[src/design/cdq_pkg.sv]
`default_nettype none

package cdq_pkg;

  localparam int DEPTH_DEFAULT = 16;

  localparam int CMD_W = 3;
  localparam int VAL_W = 32;
  localparam int CAP_W = 5;
  localparam int ST_W  = 2;

  // input word: command, value_in, zero fill to whole bytes
  localparam int IN_BITS  = CMD_W + VAL_W;
  localparam int IN_W     = ((IN_BITS + 7) / 8) * 8;
  // output word: status, front_value, rear_value, is_full, is_empty
  localparam int OUT_BITS = ST_W + VAL_W + VAL_W + 1 + 1;
  localparam int OUT_W    = ((OUT_BITS + 7) / 8) * 8;

  localparam logic [CAP_W-1:0] CAP_RESET = CAP_W'(16);

  localparam logic [CMD_W-1:0] CMD_INS_FRONT = 3'd0;
  localparam logic [CMD_W-1:0] CMD_INS_REAR  = 3'd1;
  localparam logic [CMD_W-1:0] CMD_DEL_FRONT = 3'd2;
  localparam logic [CMD_W-1:0] CMD_DEL_REAR  = 3'd3;
  localparam logic [CMD_W-1:0] CMD_PEEK      = 3'd4;

  localparam logic [ST_W-1:0] ST_DONE      = 2'd0;
  localparam logic [ST_W-1:0] ST_OVERFLOW  = 2'd1;
  localparam logic [ST_W-1:0] ST_UNDERFLOW = 2'd2;

  // controller to datapath
  typedef struct packed {
    logic capture;
    logic exec;
    logic load_out;
  } cdq_ctl_t;

  // datapath to controller
  typedef struct packed {
    logic out_free;
  } cdq_sts_t;

endpackage

`default_nettype wire

[src/design/circular_deque.sv]
// circular_deque: double-ended queue in a circular store
//
// s_* channel takes one command word; m_* channel returns one result word
// for every command, in order. cfg_* writes the capacity (slots in use,
// clamped to 1..DEPTH) and empties the deque; cfg_ready is always high; the
// user must issue a write only while no command is in flight (not enforced).
//
// an accepted command runs through execute (index update and slot write),
// read (both ends addressed on the slot ram) and respond (result built from
// the registered ram data), where the result word is loaded into the output
// register; a new command is taken only after respond is done. the read step
// comes from the registered read port of the slot ram following the slot write.
//
// the result sits in an output register; while the receiver stalls the
// block still takes one more command and holds it at the respond step until
// the output register frees up.
//
// reset empties the deque, sets capacity to 16 and drops m_tvalid; slot
// contents are not cleared, only written slots are ever shown.
`default_nettype none

module circular_deque
  import cdq_pkg::*;
#(
  parameter int DEPTH = DEPTH_DEFAULT
) (
  input  wire logic             clk,
  input  wire logic             rst,
  // command word
  input  wire logic             s_tvalid,
  output logic                  s_tready,
  input  wire logic [IN_W-1:0]  s_tdata,   // command[2:0], value_in[34:3], zero fill
  // result word
  output logic                  m_tvalid,
  input  wire logic             m_tready,
  output logic      [OUT_W-1:0] m_tdata,   // status[1:0], front_value[33:2],
                                           // rear_value[65:34], is_full[66],
                                           // is_empty[67], zero fill
  // capacity register write
  input  wire logic             cfg_valid,
  output logic                  cfg_ready,
  input  wire logic [CAP_W-1:0] cfg_data
);

  cdq_ctl_t ctl;
  cdq_sts_t sts;

  assign cfg_ready = 1'b1;

  cdq_ctrl u_ctrl (
    .clk     (clk),
    .rst     (rst),
    .s_tvalid(s_tvalid),
    .s_tready(s_tready),
    .sts     (sts),
    .ctl     (ctl)
  );

  cdq_dp #(
    .DEPTH(DEPTH)
  ) u_dp (
    .clk      (clk),
    .rst      (rst),
    .s_tdata  (s_tdata),
    .cfg_valid(cfg_valid && cfg_ready),
    .cfg_data (cfg_data),
    .m_tvalid (m_tvalid),
    .m_tready (m_tready),
    .m_tdata  (m_tdata),
    .ctl      (ctl),
    .sts      (sts)
  );

endmodule

`default_nettype wire

[src/design/cdq_ram.sv]
`default_nettype none

module cdq_ram #(
  parameter int WIDTH = 32,
  parameter int DEPTH = 16
) (
  input  wire logic                     clk,
  input  wire logic                     we,
  input  wire logic [$clog2(DEPTH)-1:0] waddr,
  input  wire logic [WIDTH-1:0]         wdata,
  input  wire logic [$clog2(DEPTH)-1:0] raddr_a,
  input  wire logic [$clog2(DEPTH)-1:0] raddr_b,
  output logic      [WIDTH-1:0]         rdata_a,
  output logic      [WIDTH-1:0]         rdata_b
);

  logic [WIDTH-1:0] mem [DEPTH];

  always_ff @(posedge clk) begin
    if (we) begin
      mem[waddr] <= wdata;
    end
    rdata_a <= mem[raddr_a];
    rdata_b <= mem[raddr_b];
  end

endmodule

`default_nettype wire

[src/design/cdq_ctrl.sv]
`default_nettype none

module cdq_ctrl
  import cdq_pkg::*;
(
  input  wire logic     clk,
  input  wire logic     rst,
  input  wire logic     s_tvalid,
  output logic          s_tready,
  input  wire cdq_sts_t sts,
  output cdq_ctl_t      ctl
);

  typedef enum logic [3:0] {
    S_IDLE = 4'b0001,
    S_EXEC = 4'b0010,
    S_READ = 4'b0100,
    S_RESP = 4'b1000
  } state_t;

  state_t state, state_next;

  always_ff @(posedge clk) begin
    if (rst) begin
      state <= S_IDLE;
    end else begin
      state <= state_next;
    end
  end

  always_comb begin
    state_next   = state;
    s_tready     = 1'b0;
    ctl.capture  = 1'b0;
    ctl.exec     = 1'b0;
    ctl.load_out = 1'b0;
    unique case (state)
      S_IDLE: begin
        s_tready    = 1'b1;
        ctl.capture = s_tvalid;
        if (s_tvalid) begin
          state_next = S_EXEC;
        end
      end
      S_EXEC: begin
        ctl.exec   = 1'b1;
        state_next = S_READ;
      end
      S_READ: begin
        state_next = S_RESP;
      end
      S_RESP: begin
        // hold until the output register can take the result
        if (sts.out_free) begin
          ctl.load_out = 1'b1;
          state_next   = S_IDLE;
        end
      end
      default: begin
        state_next = S_IDLE;
      end
    endcase
  end

endmodule

`default_nettype wire

[src/design/cdq_dp.sv]
`default_nettype none

module cdq_dp
  import cdq_pkg::*;
#(
  parameter int DEPTH = DEPTH_DEFAULT
) (
  input  wire logic             clk,
  input  wire logic             rst,
  input  wire logic [IN_W-1:0]  s_tdata,
  input  wire logic             cfg_valid,
  input  wire logic [CAP_W-1:0] cfg_data,
  output logic                  m_tvalid,
  input  wire logic             m_tready,
  output logic      [OUT_W-1:0] m_tdata,
  input  wire cdq_ctl_t         ctl,
  output cdq_sts_t              sts
);

  localparam int IDX_W = $clog2(DEPTH);
  localparam int EW    = (IDX_W + 1 > CAP_W) ? IDX_W + 1 : CAP_W;

  logic [CMD_W-1:0] cmd;
  logic [VAL_W-1:0] val;
  logic [CAP_W-1:0] cap;
  logic [IDX_W-1:0] head, head_next;
  logic [IDX_W-1:0] tail, tail_next;
  logic             empty_f, empty_next;
  logic [ST_W-1:0]  status, status_next;
  logic             out_valid;
  logic [OUT_W-1:0] out_data;

  logic [EW-1:0]    cap_x, depth_x, eff, eff_m1, head_p1, tail_p1;
  logic [IDX_W-1:0] head_inc, head_dec, tail_inc, tail_dec;
  logic             full_now, is_ins, is_del;
  logic             we;
  logic [IDX_W-1:0] waddr;
  logic [VAL_W-1:0] rd_front, rd_rear, front_v, rear_v;

  // capacity clamped to 1..DEPTH
  always_comb begin
    cap_x   = EW'(cap);
    depth_x = EW'(DEPTH);
    if (cap_x == '0) begin
      eff = EW'(1);
    end else if (cap_x > depth_x) begin
      eff = depth_x;
    end else begin
      eff = cap_x;
    end
    eff_m1   = eff - EW'(1);
    head_p1  = EW'(head) + EW'(1);
    tail_p1  = EW'(tail) + EW'(1);
    head_inc = (head_p1 >= eff) ? '0 : head_p1[IDX_W-1:0];
    tail_inc = (tail_p1 >= eff) ? '0 : tail_p1[IDX_W-1:0];
    head_dec = (head == '0) ? eff_m1[IDX_W-1:0] : head - IDX_W'(1);
    tail_dec = (tail == '0) ? eff_m1[IDX_W-1:0] : tail - IDX_W'(1);
    full_now = !empty_f && (tail_inc == head);
  end

  assign is_ins = (cmd == CMD_INS_FRONT) || (cmd == CMD_INS_REAR);
  assign is_del = (cmd == CMD_DEL_FRONT) || (cmd == CMD_DEL_REAR);

  // index update for one command
  always_comb begin
    head_next   = head;
    tail_next   = tail;
    empty_next  = empty_f;
    status_next = ST_DONE;
    we          = 1'b0;
    waddr       = '0;
    if (is_ins) begin
      if (full_now) begin
        status_next = ST_OVERFLOW;
      end else if (empty_f) begin
        head_next  = '0;
        tail_next  = '0;
        empty_next = 1'b0;
        we         = 1'b1;
      end else if (cmd == CMD_INS_FRONT) begin
        head_next = head_dec;
        we        = 1'b1;
        waddr     = head_dec;
      end else begin
        tail_next = tail_inc;
        we        = 1'b1;
        waddr     = tail_inc;
      end
    end else if (is_del) begin
      if (empty_f) begin
        status_next = ST_UNDERFLOW;
      end else if (head == tail) begin
        head_next  = '0;
        tail_next  = '0;
        empty_next = 1'b1;
      end else if (cmd == CMD_DEL_FRONT) begin
        head_next = head_inc;
      end else begin
        tail_next = tail_dec;
      end
    end
  end

  cdq_ram #(
    .WIDTH(VAL_W),
    .DEPTH(DEPTH)
  ) u_ram (
    .clk    (clk),
    .we     (ctl.exec && we),
    .waddr  (waddr),
    .wdata  (val),
    .raddr_a(head),
    .raddr_b(tail),
    .rdata_a(rd_front),
    .rdata_b(rd_rear)
  );

  always_ff @(posedge clk) begin
    if (ctl.capture) begin
      cmd <= s_tdata[CMD_W-1:0];
      val <= s_tdata[CMD_W +: VAL_W];
    end
    if (ctl.exec) begin
      status <= status_next;
    end
  end

  always_ff @(posedge clk) begin
    if (rst) begin
      cap     <= CAP_RESET;
      head    <= '0;
      tail    <= '0;
      empty_f <= 1'b1;
    end else if (cfg_valid) begin
      cap     <= cfg_data;
      head    <= '0;
      tail    <= '0;
      empty_f <= 1'b1;
    end else if (ctl.exec) begin
      head    <= head_next;
      tail    <= tail_next;
      empty_f <= empty_next;
    end
  end

  assign front_v = empty_f ? '1 : rd_front;
  assign rear_v  = empty_f ? '1 : rd_rear;

  always_ff @(posedge clk) begin
    if (ctl.load_out) begin
      out_data <= OUT_W'({empty_f, full_now, rear_v, front_v, status});
    end
  end

  always_ff @(posedge clk) begin
    if (rst) begin
      out_valid <= 1'b0;
    end else if (ctl.load_out) begin
      out_valid <= 1'b1;
    end else if (m_tready) begin
      out_valid <= 1'b0;
    end
  end

  assign sts.out_free = !out_valid || m_tready;
  assign m_tvalid     = out_valid;
  assign m_tdata      = out_data;

endmodule

`default_nettype wire

[config.mk]
export PLATFORM = sky130hd
export DESIGN_NAME = circular_deque
export DESIGN_NICKNAME = d
export VERILOG_FILES = /design/src/design/cdq_pkg.sv /design/src/design/circular_deque.sv /design/src/design/cdq_ram.sv /design/src/design/cdq_ctrl.sv /design/src/design/cdq_dp.sv
export SDC_FILE = /design/constraint.sdc
export NUM_CORES = 1
export LEC_CHECK = 0
export ABC_CLOCK_PERIOD_IN_PS = 11100
export BUFFER_PORTS_ARGS = -buffer_cell sky130_fd_sc_hd__buf_2
export CAP_MARGIN = 20
export CORE_ASPECT_RATIO = 0.6
export CORE_UTILIZATION = 29
export CTS_BUF_LIST = sky130_fd_sc_hd__clkbuf_8 sky130_fd_sc_hd__clkbuf_16
export CTS_CLUSTER_DIAMETER = 120
export DETAILED_ROUTE_END_ITERATION = 12
export PLACE_DENSITY = 0.49
export SLEW_MARGIN = 20
export SYNTH_ARGS = -nofsm -noshare
export SYNTH_HDL_FRONTEND = slang
export SYNTH_SLANG_ARGS = --single-unit
[constraint.sdc]
create_clock -name clk -period 11.1 [get_ports clk]
set_clock_uncertainty 0.2 [all_clocks]
set_input_delay 0 -clock clk [delete_from_list [all_inputs] [get_ports clk]]
set_output_delay 0 -clock clk [all_outputs]
set_load 0.01 [all_outputs]
==> results of run 1 <==
[cell families (layout without fill, tap and decap cells)]
family	count (synthesis)	in the layout	share of synthesized area, %
AO/OA/AOI/OAI	71	71	1.63
XOR/XNOR	10	10	0.295
adder cells (fa/ha/maj)	15	15	0.633
buffers and inverters	117	397	1.67
flip-flops	700	700	68.1
multiplexers	327	327	24.5
other	2	6	0.0253
AND/OR/NAND/NOR	166	166	3.09
[state kept, by name, indices dropped and copies added, names as in the netlist]
| register | flops |
|---|---|
| u_dp.u_ram.rdata_a | 32 |
| u_dp.m_tvalid | 1 |
| u_dp.head | 4 |
| u_dp.u_ram.mem | 512 |
| u_dp.cmd | 3 |
| u_ctrl.state | 4 |
| u_dp.tail | 4 |
| u_dp.cap | 5 |
| u_dp.m_tdata | 68 |
| u_dp.u_ram.rdata_b | 32 |
| u_dp.empty_f | 1 |
| u_dp.val | 32 |
| u_dp.status | 2 |
[repair_timing]
item | CTS | global route
endpoints found under the setup margin | 0 | 0
hold buffers | 97 | 0
endpoints found under the hold margin | 77 | 0
[synthesized netlist by cell type, types with 4 or more instances]
cell / n
a22oi_1: 4
xnor2_1: 5
nor3_1: 7
nor2b_1: 5
nand2_1: 16
or2_2: 65
o21ai_0: 13
edfxtp_1: 617
dfxtp_1: 83
clkbuf_1: 53
a211oi_1: 6
buf_4: 5
nor2_1: 42
buf_2: 20
mux2i_1: 7
mux4_2: 320
inv_1: 19
a21oi_1: 18
nand3_1: 4
ha_1: 15
buf_1: 18
xor2_1: 5
[worst min-delay path, cell delays in order]
cell,delay (ns)
dlygate4sd3_1,0.52
buf_2,0.09
nor2b_1,0.08
a21oi_1,0.13
nor2_1,0.05
[per-layer routing]
layer	track usage [%]	part of all wire, %	vias up
li1	-	-	6408
met1	21.5	46	8255
met2	23.8	47	486
met3	2.93	5.5	103
met4	4.03	2.0	0
met5	0	0	-
[power groups by stage]
| stage | Sequential [W] | Clock (W) | Combinational, W |
|---|---|---|---|
| finish | 0.00292 | 0.00255 | 0.0000882 |
| global route | 0.00292 | 0.00272 | 0.0000968 |
| CTS | 0.00292 | 0.00263 | 0.0000899 |
| detailed placement | 0.00298 | 0 | 0.0000633 |
| global placement | 0.00297 | 0 | 0.0000619 |
| floorplan | 0.00296 | 0 | 0.0000375 |
[per-stage QoR]
step	setup WS [ns]	cell area (sq um)	power [W]	hold slack, ns	std cells
CTS	5.13	35300	0.00564	0.00773	3025
detailed placement	5.15	31900	0.00304	-0.0214	2792
global placement	5.32	31900	0.00303	-0.0199	2792
floorplan	4.53	29700	0.00300	-0.101	1411
finish	5.11	35300	0.00555	0.0692	3026
global route	4.83	35300	0.00574	0.0870	3025
[area by class of cell]
type | count | share of cell area, %
Clock buffer | 77 | 5.39
Timing Repair Buffer | 241 | 5.04
Tap cell | 1334 | 4.73
Sequential cell | 700 | 57.2
Clock inverter | 59 | 1.62
Antenna cell | 1 | 0.00709
Inverter | 20 | 0.227
Multi-Input combinational cell | 594 | 25.8
[final timing paths]
kind	to	slack (ns)	cells past startpoint
setup / recovery	u_dp.u_ram.mem[3][10]	5.11	11
hold reg to reg	u_dp.m_tdata[1]	0.23	0
hold / removal	u_dp.m_tvalid	0.07	5
setup reg to reg	u_dp.u_ram.mem[3][10]	5.11	11
[cell usage in the layout, fill, tap and decap left out, drive strengths merged, types with 4 or more instances in the layout]
cell	instances
a21oi	18
conb	5
mux4	320
dfxtp	83
inv	33
mux2i	7
clkbuf	77
nand2	16
ha	15
or2	65
nor4	4
edfxtp	617
o21ai	14
xnor2	5
dlygate4sd3	97
nand3	4
nor3	7
bufinv	9
nor2b	5
clkinvlp	9
nor2	42
xor2	5
buf	144
clkinv	28
a211oi	6
a22oi	4
==> qor.yml, run 1 <==
global_route:
  grt_pass1_vias: 16500
  grt.total_usage_pct: 15.2
  grt_pass1_wl_um: 114000
  overflow: 0
  grt_max_degree: 101
  antenna_found_initial: 1
logic_synthesis:
  ys.warnings.count: 0
  syn_inst: 1408
  synth.area.top_cells: "edfxtp_1 63%, mux4_2 24%, dfxtp_1 5.6%"
  synth_edf_count: 617
  syn_area_sq_mm: 0.0296
  synth_top_area_share_pct: 62.5
  ys_ff_latch: 700
  postSynthAreaPerCell_sq_um: 21.1
  netlist.top_cell.by_area: "edfxtp_1"
  synthArstFlopShare_pct: 0
  ys_seq_area_share_pct: 68.1
  ys.flop_type: "edfxtp_1"
  ys_types: 60
clocking:
  clkTransAtPathRegs_ns: 0.07
  post_cts_resized: 0
  clk_latency_ns: 0.65
  cts_tree: "done"
  cts_max_level: 3
  cts_root_buffer: "clkbuf_16"
  clock-sinks: 700
  post_cts_buffers: 0
  clock_path_buffers: 3
  cts_buffers: 73
setup_path:
  worst_setup_path_end_kind: "register"
  required_ns: 11.17
  worstSetupStartpoint: "u_dp.tail[3]"
  path_buf_inv: 3
  crit_chain: "clkinv_4 > xnor2_1 > inv_1 > ha_1 > a21o_1 > a31oi_1 > a2111oi_1 > and3_1 > or4_4 > nor2_4 > buf_4"
  cpPeakStageDelay_ns: 0.77
  regToRegStartpoint: "u_dp.tail[3]"
  critPathKind: "reg2reg"
  critPathTopFamily: "buffers and inverters"
  slowest_stage: "a31oi_1"
  cp_max_fo: 35
  crit_arrival_ns: 6.07
  cp-start-kind: "register"
place:
  dp_hpwl_um: 42300
  gp_congestion: 0.761
  port-buffer-count: 114
cells_and_area:
  fin_util_pct: 35.0
  drive_gt1_share_pct: 40.3
  area_growth_pct: 19.1
  multi_input_area_sq_mm: 0.00909
  regArea_sq_mm: 0.0202
  num-fill-cells: 9430
  finalNetCount: 1695
drt:
  drc: 0
  routed_via_density: 5.04
  vias: 15300
  wl_per_cell_um: 25.7
  routed_wl_um: 77600
  first_pass_iters: 5
  drtAntennaViolNets: 0
  initialDrtViolationCount: 1319
timing:
  fin_crit_ns: 5.99
  setup-violations-final: 0
  timing.final.crit_share_pct: 54.0
  max-slew-margin-rel_pct: 30.7
  setup_tns_ns: 0
  worst_pin_slew_ns: 1.04
  hold_viol: 0
  rsz0062_at_grt: "no"
  max_freq_mhz: 167
  slew_viol_final: 0
pwr:
  powerDensity_mw_per_mm2: 157
  netSwitchingPower_w: 0.00116
  p_int_w: 0.00439
  switching_share_pct: 20.9
  power_frac_seq_pct: 52.6
  p_comb_share_pct: 1.6
  power_leakage_nw: 11.2
  power_frac_clock_pct: 45.8
  peakVddDrop_mv: 0.0892
worst_hold_path:
  hold_class: "in2reg"
  min_from: "m_tready"
floorplanning:
  rows: 90
  boundaryPins: 125
  coreArea_sq_mm: 0.101
  initial_utilization_pct: 29.4
  dieHeight_um: 250
  die-area_sq_mm: 0.104
  fp.dieW_um: 415
job:
  maxCapViolations: 0
outcome:
  status: "complete, no violations"
No activity file was read; power rests on OpenSTA's default activity.
==> run 2: changes to the inputs <==
--- a/config.mk
+++ b/config.mk
@@ -5,7 +5,7 @@
 export SDC_FILE = /design/constraint.sdc
 export NUM_CORES = 1
 export LEC_CHECK = 0
-export ABC_CLOCK_PERIOD_IN_PS = 11100
+export ABC_CLOCK_PERIOD_IN_PS = 5100
 export BUFFER_PORTS_ARGS = -buffer_cell sky130_fd_sc_hd__buf_2
 export CAP_MARGIN = 20
 export CORE_ASPECT_RATIO = 0.6
@@ -13,7 +13,7 @@
 export CTS_BUF_LIST = sky130_fd_sc_hd__clkbuf_8 sky130_fd_sc_hd__clkbuf_16
 export CTS_CLUSTER_DIAMETER = 120
 export DETAILED_ROUTE_END_ITERATION = 12
-export PLACE_DENSITY = 0.49
+export PLACE_DENSITY = 0.5
 export SLEW_MARGIN = 20
 export SYNTH_ARGS = -nofsm -noshare
 export SYNTH_HDL_FRONTEND = slang
==> constraint.sdc (replaced) <==
create_clock -name clk -period 5.1 [get_ports clk]
set_clock_uncertainty 0.2 [all_clocks]
set_input_delay 0 -clock clk [delete_from_list [all_inputs] [get_ports clk]]
set_output_delay 0 -clock clk [all_outputs]
set_load 0.01 [all_outputs]
==> qor.yml, run 2 (synthesized netlist as in run 1, its figures left out) <==
outcome:
  status: "complete, no violations"
floorplanning:
  dieHeight_um: 250  # unchanged
  fp.dieW_um: 415  # unchanged
  die-area_sq_mm: 0.104  # unchanged
  initial_utilization_pct: 29.4  # unchanged
  boundaryPins: 125  # unchanged
  coreArea_sq_mm: 0.101  # unchanged
  rows: 90  # unchanged
timing:
  setup_tns_ns: 0  # unchanged
  hold_viol: 0  # unchanged
  rsz0062_at_grt: "no"
  timing.final.crit_share_pct: 89.4  # +35 points
  timing.hold.ws_ns: 0.0515  # -0.0177 ns
  max_freq_mhz: 219  # +31%
  fin_crit_ns: 4.56  # -1.43 ns
  slew_viol_final: 0  # unchanged
  max-slew-margin-rel_pct: 26.8  # -3.8 points
  worst_pin_slew_ns: 1.10  # +0.0620 ns
  setup-violations-final: 0  # unchanged
setup_path:
  crit_arrival_ns: 4.63  # -1.44 ns
  cp-start-kind: "register"
  critPathKind: "reg2reg"
  worst_setup_path_end_kind: "register"
  crit_chain: "ha_1 > xnor2_1 > inv_1 > ha_1 > a21oi_1 > o21ai_2 > a31oi_1 > buf_4 > a2111oi_1 > and3_1 > nand4b_1 > nor2_4 > buf_4"
  critPathTopFamily: "simple AND/OR/NAND/NOR gates"
  slowest_stage: "dfxtp_4"
  path_buf_inv: 3  # unchanged
  required_ns: 5.17  # -6.00 ns
  cpPeakStageDelay_ns: 0.59  # -0.18 ns
  cp_max_fo: 22  # -37%
global_route:
  antenna_found_initial: 0  # -1
  overflow: 0  # unchanged
  grt_max_degree: 135  # +34%
  grt.total_usage_pct: 15.6  # +0.42 points
  grt_pass1_wl_um: 116000  # +1.7%
  grt_pass1_vias: 16400  # -0.28%
drt:
  initialDrtViolationCount: 1585  # +20%
  routed_wl_um: 79800  # +2.7%
  met1_length_um: 37400  # +5.0%
  drc: 0  # unchanged
  route.met2.wl_um: 34900  # -3.7%
  top_layer: "met4"
  wl_per_cell_um: 26.2  # +2.0%
  routed_via_density: 5.07  # +0.65%
  drtAntennaViolNets: 0  # unchanged
  first_pass_iters: 6  # +1
  met3_length_um: 5960  # +39%
  vias: 15500  # +1.3%
cells_and_area:
  largest_reg_flops: 512  # unchanged
  finalNetCount: 1715  # +1.2%
  design_area_sq_mm: 0.0355  # +0.38%
  final_common_cell: "edfxtp_1"
  fin_util_pct: 35.1  # +0.13 points
  largest_register: "u_dp.u_ram.mem"
  num-fill-cells: 9394  # -0.38%
  area_growth_pct: 19.6
  drive_gt1_share_pct: 40.5  # +0.14 points
  mostFrequentLayoutCells: "617 x edfxtp_1, 320 x mux4_2, 114 x buf_2"
pwr:
  peakVddDrop_mv: 0.191  # +110%
  powerDensity_mw_per_mm2: 333  # +110%
  power_leakage_nw: 11.3  # +1.4%
clocking:
  cts_tree: "done"
  post_cts_buffers: 0  # unchanged
  cts_root_buffer: "clkbuf_16"
  clock-sinks: 700  # unchanged
  cts_max_level: 3  # unchanged
  clk_latency_ns: 0.65  # about the same
  cts_buffers: 73  # unchanged
  clkTransAtPathRegs_ns: 0.07  # about the same
  clock_path_buffers: 3  # unchanged
place:
  dp_hpwl_um: 45900  # +8.6%
  gp_congestion: 0.782  # +2.9%
  placed_area_sq_mm: 0.0321  # +0.78%
  port-buffer-count: 114  # unchanged
job:
  maxCapViolations: 0  # unchanged
worst_hold_path:
  hold_class: "in2reg"
## run 2: cell type report
cell class	instances	area [sq um]	area share, %
timing repair buffer	261	2020	5.70
inverter	20	81.3	0.229
antenna	3	7.51	0.0212
sequential	700	20200	57.0
tap	1334	1670	4.71
clock buffer	84	1990	5.61
multi-input combinational	594	9100	25.7
clock inverter	51	360	1.02
## run 2: metrics by stage
step	std cells	setup slack [ns]	total power (W)
2_1_floorplan	1411	-0.0784	0.00652
3_3_place_gp	2811	0.554	0.00662
3_5_place_dp	2811	0.631	0.00663
4_1_cts	3044	0.603	0.0120
5_1_grt	3044	0.340	0.0122
6_report	3047	0.540	0.0118
## run 2: worst paths after layout
path / slack [ns] / to / cells past startpoint / from
worst min register to register: 0.22 / u_dp.m_tdata[1] / 0 / u_dp.status[1]
worst max register to register: 0.54 / u_dp.u_ram.mem[6][17] / 13 / u_dp.tail[0]
worst min-delay path: 0.05 / u_ctrl.state[3] / 3 / rst
worst max-delay path: 0.54 / u_dp.u_ram.mem[6][17] / 13 / u_dp.tail[0]
## run 2: metal layers
metal  vias to the layer above  track usage [%]
met3                       122             4.10
met4                         0             3.76
li1                       6460                -
met2                       569             22.4
met1                      8306             23.3
met5                         -                0
## run 2: tightest hold or removal path: cells and delay by family
family | cells | cell delay [ns]
buffers and inverters | 2 | 0.75
AND/OR/NAND/NOR | 1 | 0.08
## run 2: power breakdown
| group | internal (W) | total [W] | switching (W) |
|---|---|---|---|
| Sequential | 0.00627 | 0.00636 | 0.0000888 |
| Combinational | 0.000104 | 0.000204 | 0.0000992 |
| Clock | 0.00295 | 0.00523 | 0.00227 |
## run 2: what timing repair did
item	in CTS	in global routing
gates resized for setup	0	0
hold buffers	98	0
hold endpoints to repair	54	0
==> run 3: changes to the inputs <==
--- a/config.mk
+++ b/config.mk
@@ -8,12 +8,16 @@
 export ABC_CLOCK_PERIOD_IN_PS = 5100
 export BUFFER_PORTS_ARGS = -buffer_cell sky130_fd_sc_hd__buf_2
 export CAP_MARGIN = 20
+export CELL_PAD_IN_SITES_DETAIL_PLACEMENT = 0
+export CELL_PAD_IN_SITES_GLOBAL_PLACEMENT = 2
 export CORE_ASPECT_RATIO = 0.6
+export CORE_MARGIN = 2
 export CORE_UTILIZATION = 29
 export CTS_BUF_LIST = sky130_fd_sc_hd__clkbuf_8 sky130_fd_sc_hd__clkbuf_16
 export CTS_CLUSTER_DIAMETER = 120
 export DETAILED_ROUTE_END_ITERATION = 12
-export PLACE_DENSITY = 0.5
+export MAX_ROUTING_LAYER = met4
+export PLACE_DENSITY = 0.59
 export SLEW_MARGIN = 20
 export SYNTH_ARGS = -nofsm -noshare
 export SYNTH_HDL_FRONTEND = slang
==> qor.yml, run 3 (synthesized netlist as in run 1, its figures left out) <==
timing:
  slew_viol_final: 0  # unchanged
  hold_viol: 0  # unchanged
  layout_setup_ws_ns: 0.424  # -0.116 ns
  max-slew-margin-rel_pct: 28.4  # +1.5 points
  worst_pin_slew_ns: 1.06  # -0.0366 ns
  setup_tns_ns: 0  # unchanged
  rsz0062_at_grt: "no"
  setup-violations-final: 0  # unchanged
  timing.final.crit_share_pct: 91.7  # +2.3 points
  max_freq_mhz: 214  # -2.5%
  fin_crit_ns: 4.68  # +0.116 ns
pwr:
  powerDensity_mw_per_mm2: 331  # -0.46%
  power_leakage_nw: 11.2  # -0.81%
  peakVddDrop_mv: 0.247  # +29%
clocking:
  cts_tree: "done"
  post_cts_buffers: 0  # unchanged
  cts_buffers: 73  # unchanged
  cts_root_buffer: "clkbuf_16"
  post_cts_resized: 0  # unchanged
  clock-sinks: 700  # unchanged
  postCtsHoldBufs: 97  # -1.0%
  cts_max_level: 3  # unchanged
  clkTransAtPathRegs_ns: 0.06  # about the same
  clock_path_buffers: 3  # unchanged
  clk_latency_ns: 0.65  # about the same
cells_and_area:
  finalNetCount: 1706  # -0.52%
  drive_gt1_share_pct: 39.5  # -0.94 points
  area_growth_pct: 19.2
  largest_reg_flops: 512  # unchanged
  final_common_cell: "edfxtp_1"
  design_area_sq_mm: 0.0353  # -0.37%
  largest_register: "u_dp.u_ram.mem"
  mostFrequentLayoutCells: "617 x edfxtp_1, 320 x mux4_2, 114 x buf_2"
setup_path:
  cp-start-kind: "register"
  worst_setup_path_end_kind: "register"
  cpPeakStageDelay_ns: 0.72  # +0.13 ns
  critPathKind: "reg2reg"
  slowest_stage: "dfxtp_4"
  crit_arrival_ns: 4.74  # +0.11 ns
  cp_max_fo: 28  # +27%
  crit_chain: "nand3_1 > xnor2_1 > inv_1 > ha_1 > a211o_1 > a211o_1 > nand4_1 > a2111oi_1 > and3_1 > nand4b_1 > nor2_4 > buf_4"
  critPathTopFamily: "simple AND/OR/NAND/NOR gates"
  crit_top_cell: "a211o_1"
  path_buf_inv: 2  # -1
  required_ns: 5.17  # about the same
drt:
  first_pass_iters: 5  # -1
  routed_via_density: 5.00  # -1.5%
  drc: 0  # unchanged
  vias: 15200  # -1.9%
  routed_wl_um: 78300  # -1.8%
  initialDrtViolationCount: 1039  # -34%
  drtAntennaViolNets: 0  # unchanged
  wl_per_cell_um: 25.8  # -1.5%
place:
  gp_congestion: 0.786  # +0.51%
  preCtsSetupSlack_ns: 0.374  # -0.257 ns
  dp_hpwl_um: 43900  # -4.5%
  port-buffer-count: 114  # unchanged
  placed_area_sq_mm: 0.0321  # about the same
floorplanning:
  coreArea_sq_mm: 0.101  # unchanged
  rows: 90  # unchanged
  fp.dieW_um: 417  # +0.48%
  die-area_sq_mm: 0.105  # +1.3%
  initial_utilization_pct: 29.4  # unchanged
  boundaryPins: 125  # unchanged
  dieHeight_um: 252  # +0.80%
global_route:
  antenna_found_initial: 1  # +1
  grt_pass1_vias: 16500  # +0.39%
  overflow: 0  # unchanged
  grt_max_degree: 132  # -2.2%
  grt_pass1_wl_um: 114000  # -1.7%
  grt.total_usage_pct: 15.5  # -0.068 points
job:
  maxCapViolations: 0  # unchanged
worst_hold_path:
  hold_class: "in2reg"
outcome:
  status: "complete, no violations"
## run 3: changes by cell type in the layout (fill, tap and decap cells not counted), moves of 2 or more
cell | before | now
inv_1 | 42 | 45
clkinv_4 | 3 | 1
dfxtp_2 | 0 | 2
clkinv_8 | 2 | 0
clkinvlp_4 | 0 | 3
buf_4 | 41 | 30
buf_12 | 8 | 11
clkbuf_8 | 10 | 2
clkinv_1 | 2 | 10
dfxtp_4 | 8 | 6
diode_2 | 3 | 1
clkinv_2 | 16 | 9
## run 3: layout make-up
| type | count | area (sq um) |
|---|---|---|
| Tap cell | 1334 | 1670 |
| Fill cell | 9456 | 65600 |
| Clock inverter | 57 | 359 |
| Antenna cell | 1 | 2.50 |
| Multi-Input combinational cell | 594 | 9100 |
| Clock buffer | 77 | 1900 |
| Timing Repair Buffer | 252 | 1990 |
| Sequential cell | 700 | 20200 |
| Inverter | 20 | 80.1 |
## run 3: per-layer routing
layer / up-vias / GRT usage, % / part of all wire (%) / wire, um
met5: - / - / 0 / 0
met4: 0 / 4.31 / 2.0 / 1600
met3: 125 / 3.08 / 5.8 / 4520
met2: 436 / 23.8 / 47 / 36500
met1: 8169 / 21.1 / 46 / 35700
li1: 6439 / - / - / -
## run 3: stage by stage
| stage | total power (W) | instances | hold WS, ns | util [%] |
|---|---|---|---|---|
| 2_1_floorplan | 0.00652 | 1411 | -0.101 | - |
| 3_3_place_gp | 0.00661 | 2803 | -0.0240 | 31.8 |
| 3_5_place_dp | 0.00662 | 2803 | -0.0219 | 31.8 |
| 4_1_cts | 0.0119 | 3034 | 0.0431 | 35.0 |
| 5_1_grt | 0.0121 | 3035 | 0.0976 | 35.0 |
| 6_report | 0.0117 | 3035 | 0.0918 | 35.0 |
## run 3: worst min-delay path, delay by kind of cell
family                 cells  cell delay [ns]
buffers and inverters      2             0.62
AOI/OAI and AO/OA          1             0.13
and+or+nand+nor            2             0.13
## run 3: final timing paths
check / slack, ns / depth (start not counted) / from / to
worst min register to register: 0.27 / 0 / u_dp.status[1] / u_dp.m_tdata[1]
worst max register to register: 0.42 / 12 / u_dp.tail[0] / u_dp.u_ram.mem[6][18]
worst max-delay path: 0.42 / 12 / u_dp.tail[0] / u_dp.u_ram.mem[6][18]
worst min-delay path: 0.09 / 5 / m_tready / u_dp.m_tvalid
## run 3: power by group
| group | internal, W | switching (W) |
|---|---|---|
| Sequential | 0.00627 | 0.0000846 |
| Combinational | 0.000102 | 0.0000922 |
| Clock | 0.00290 | 0.00225 |
| Total | 0.00927 | 0.00243 |
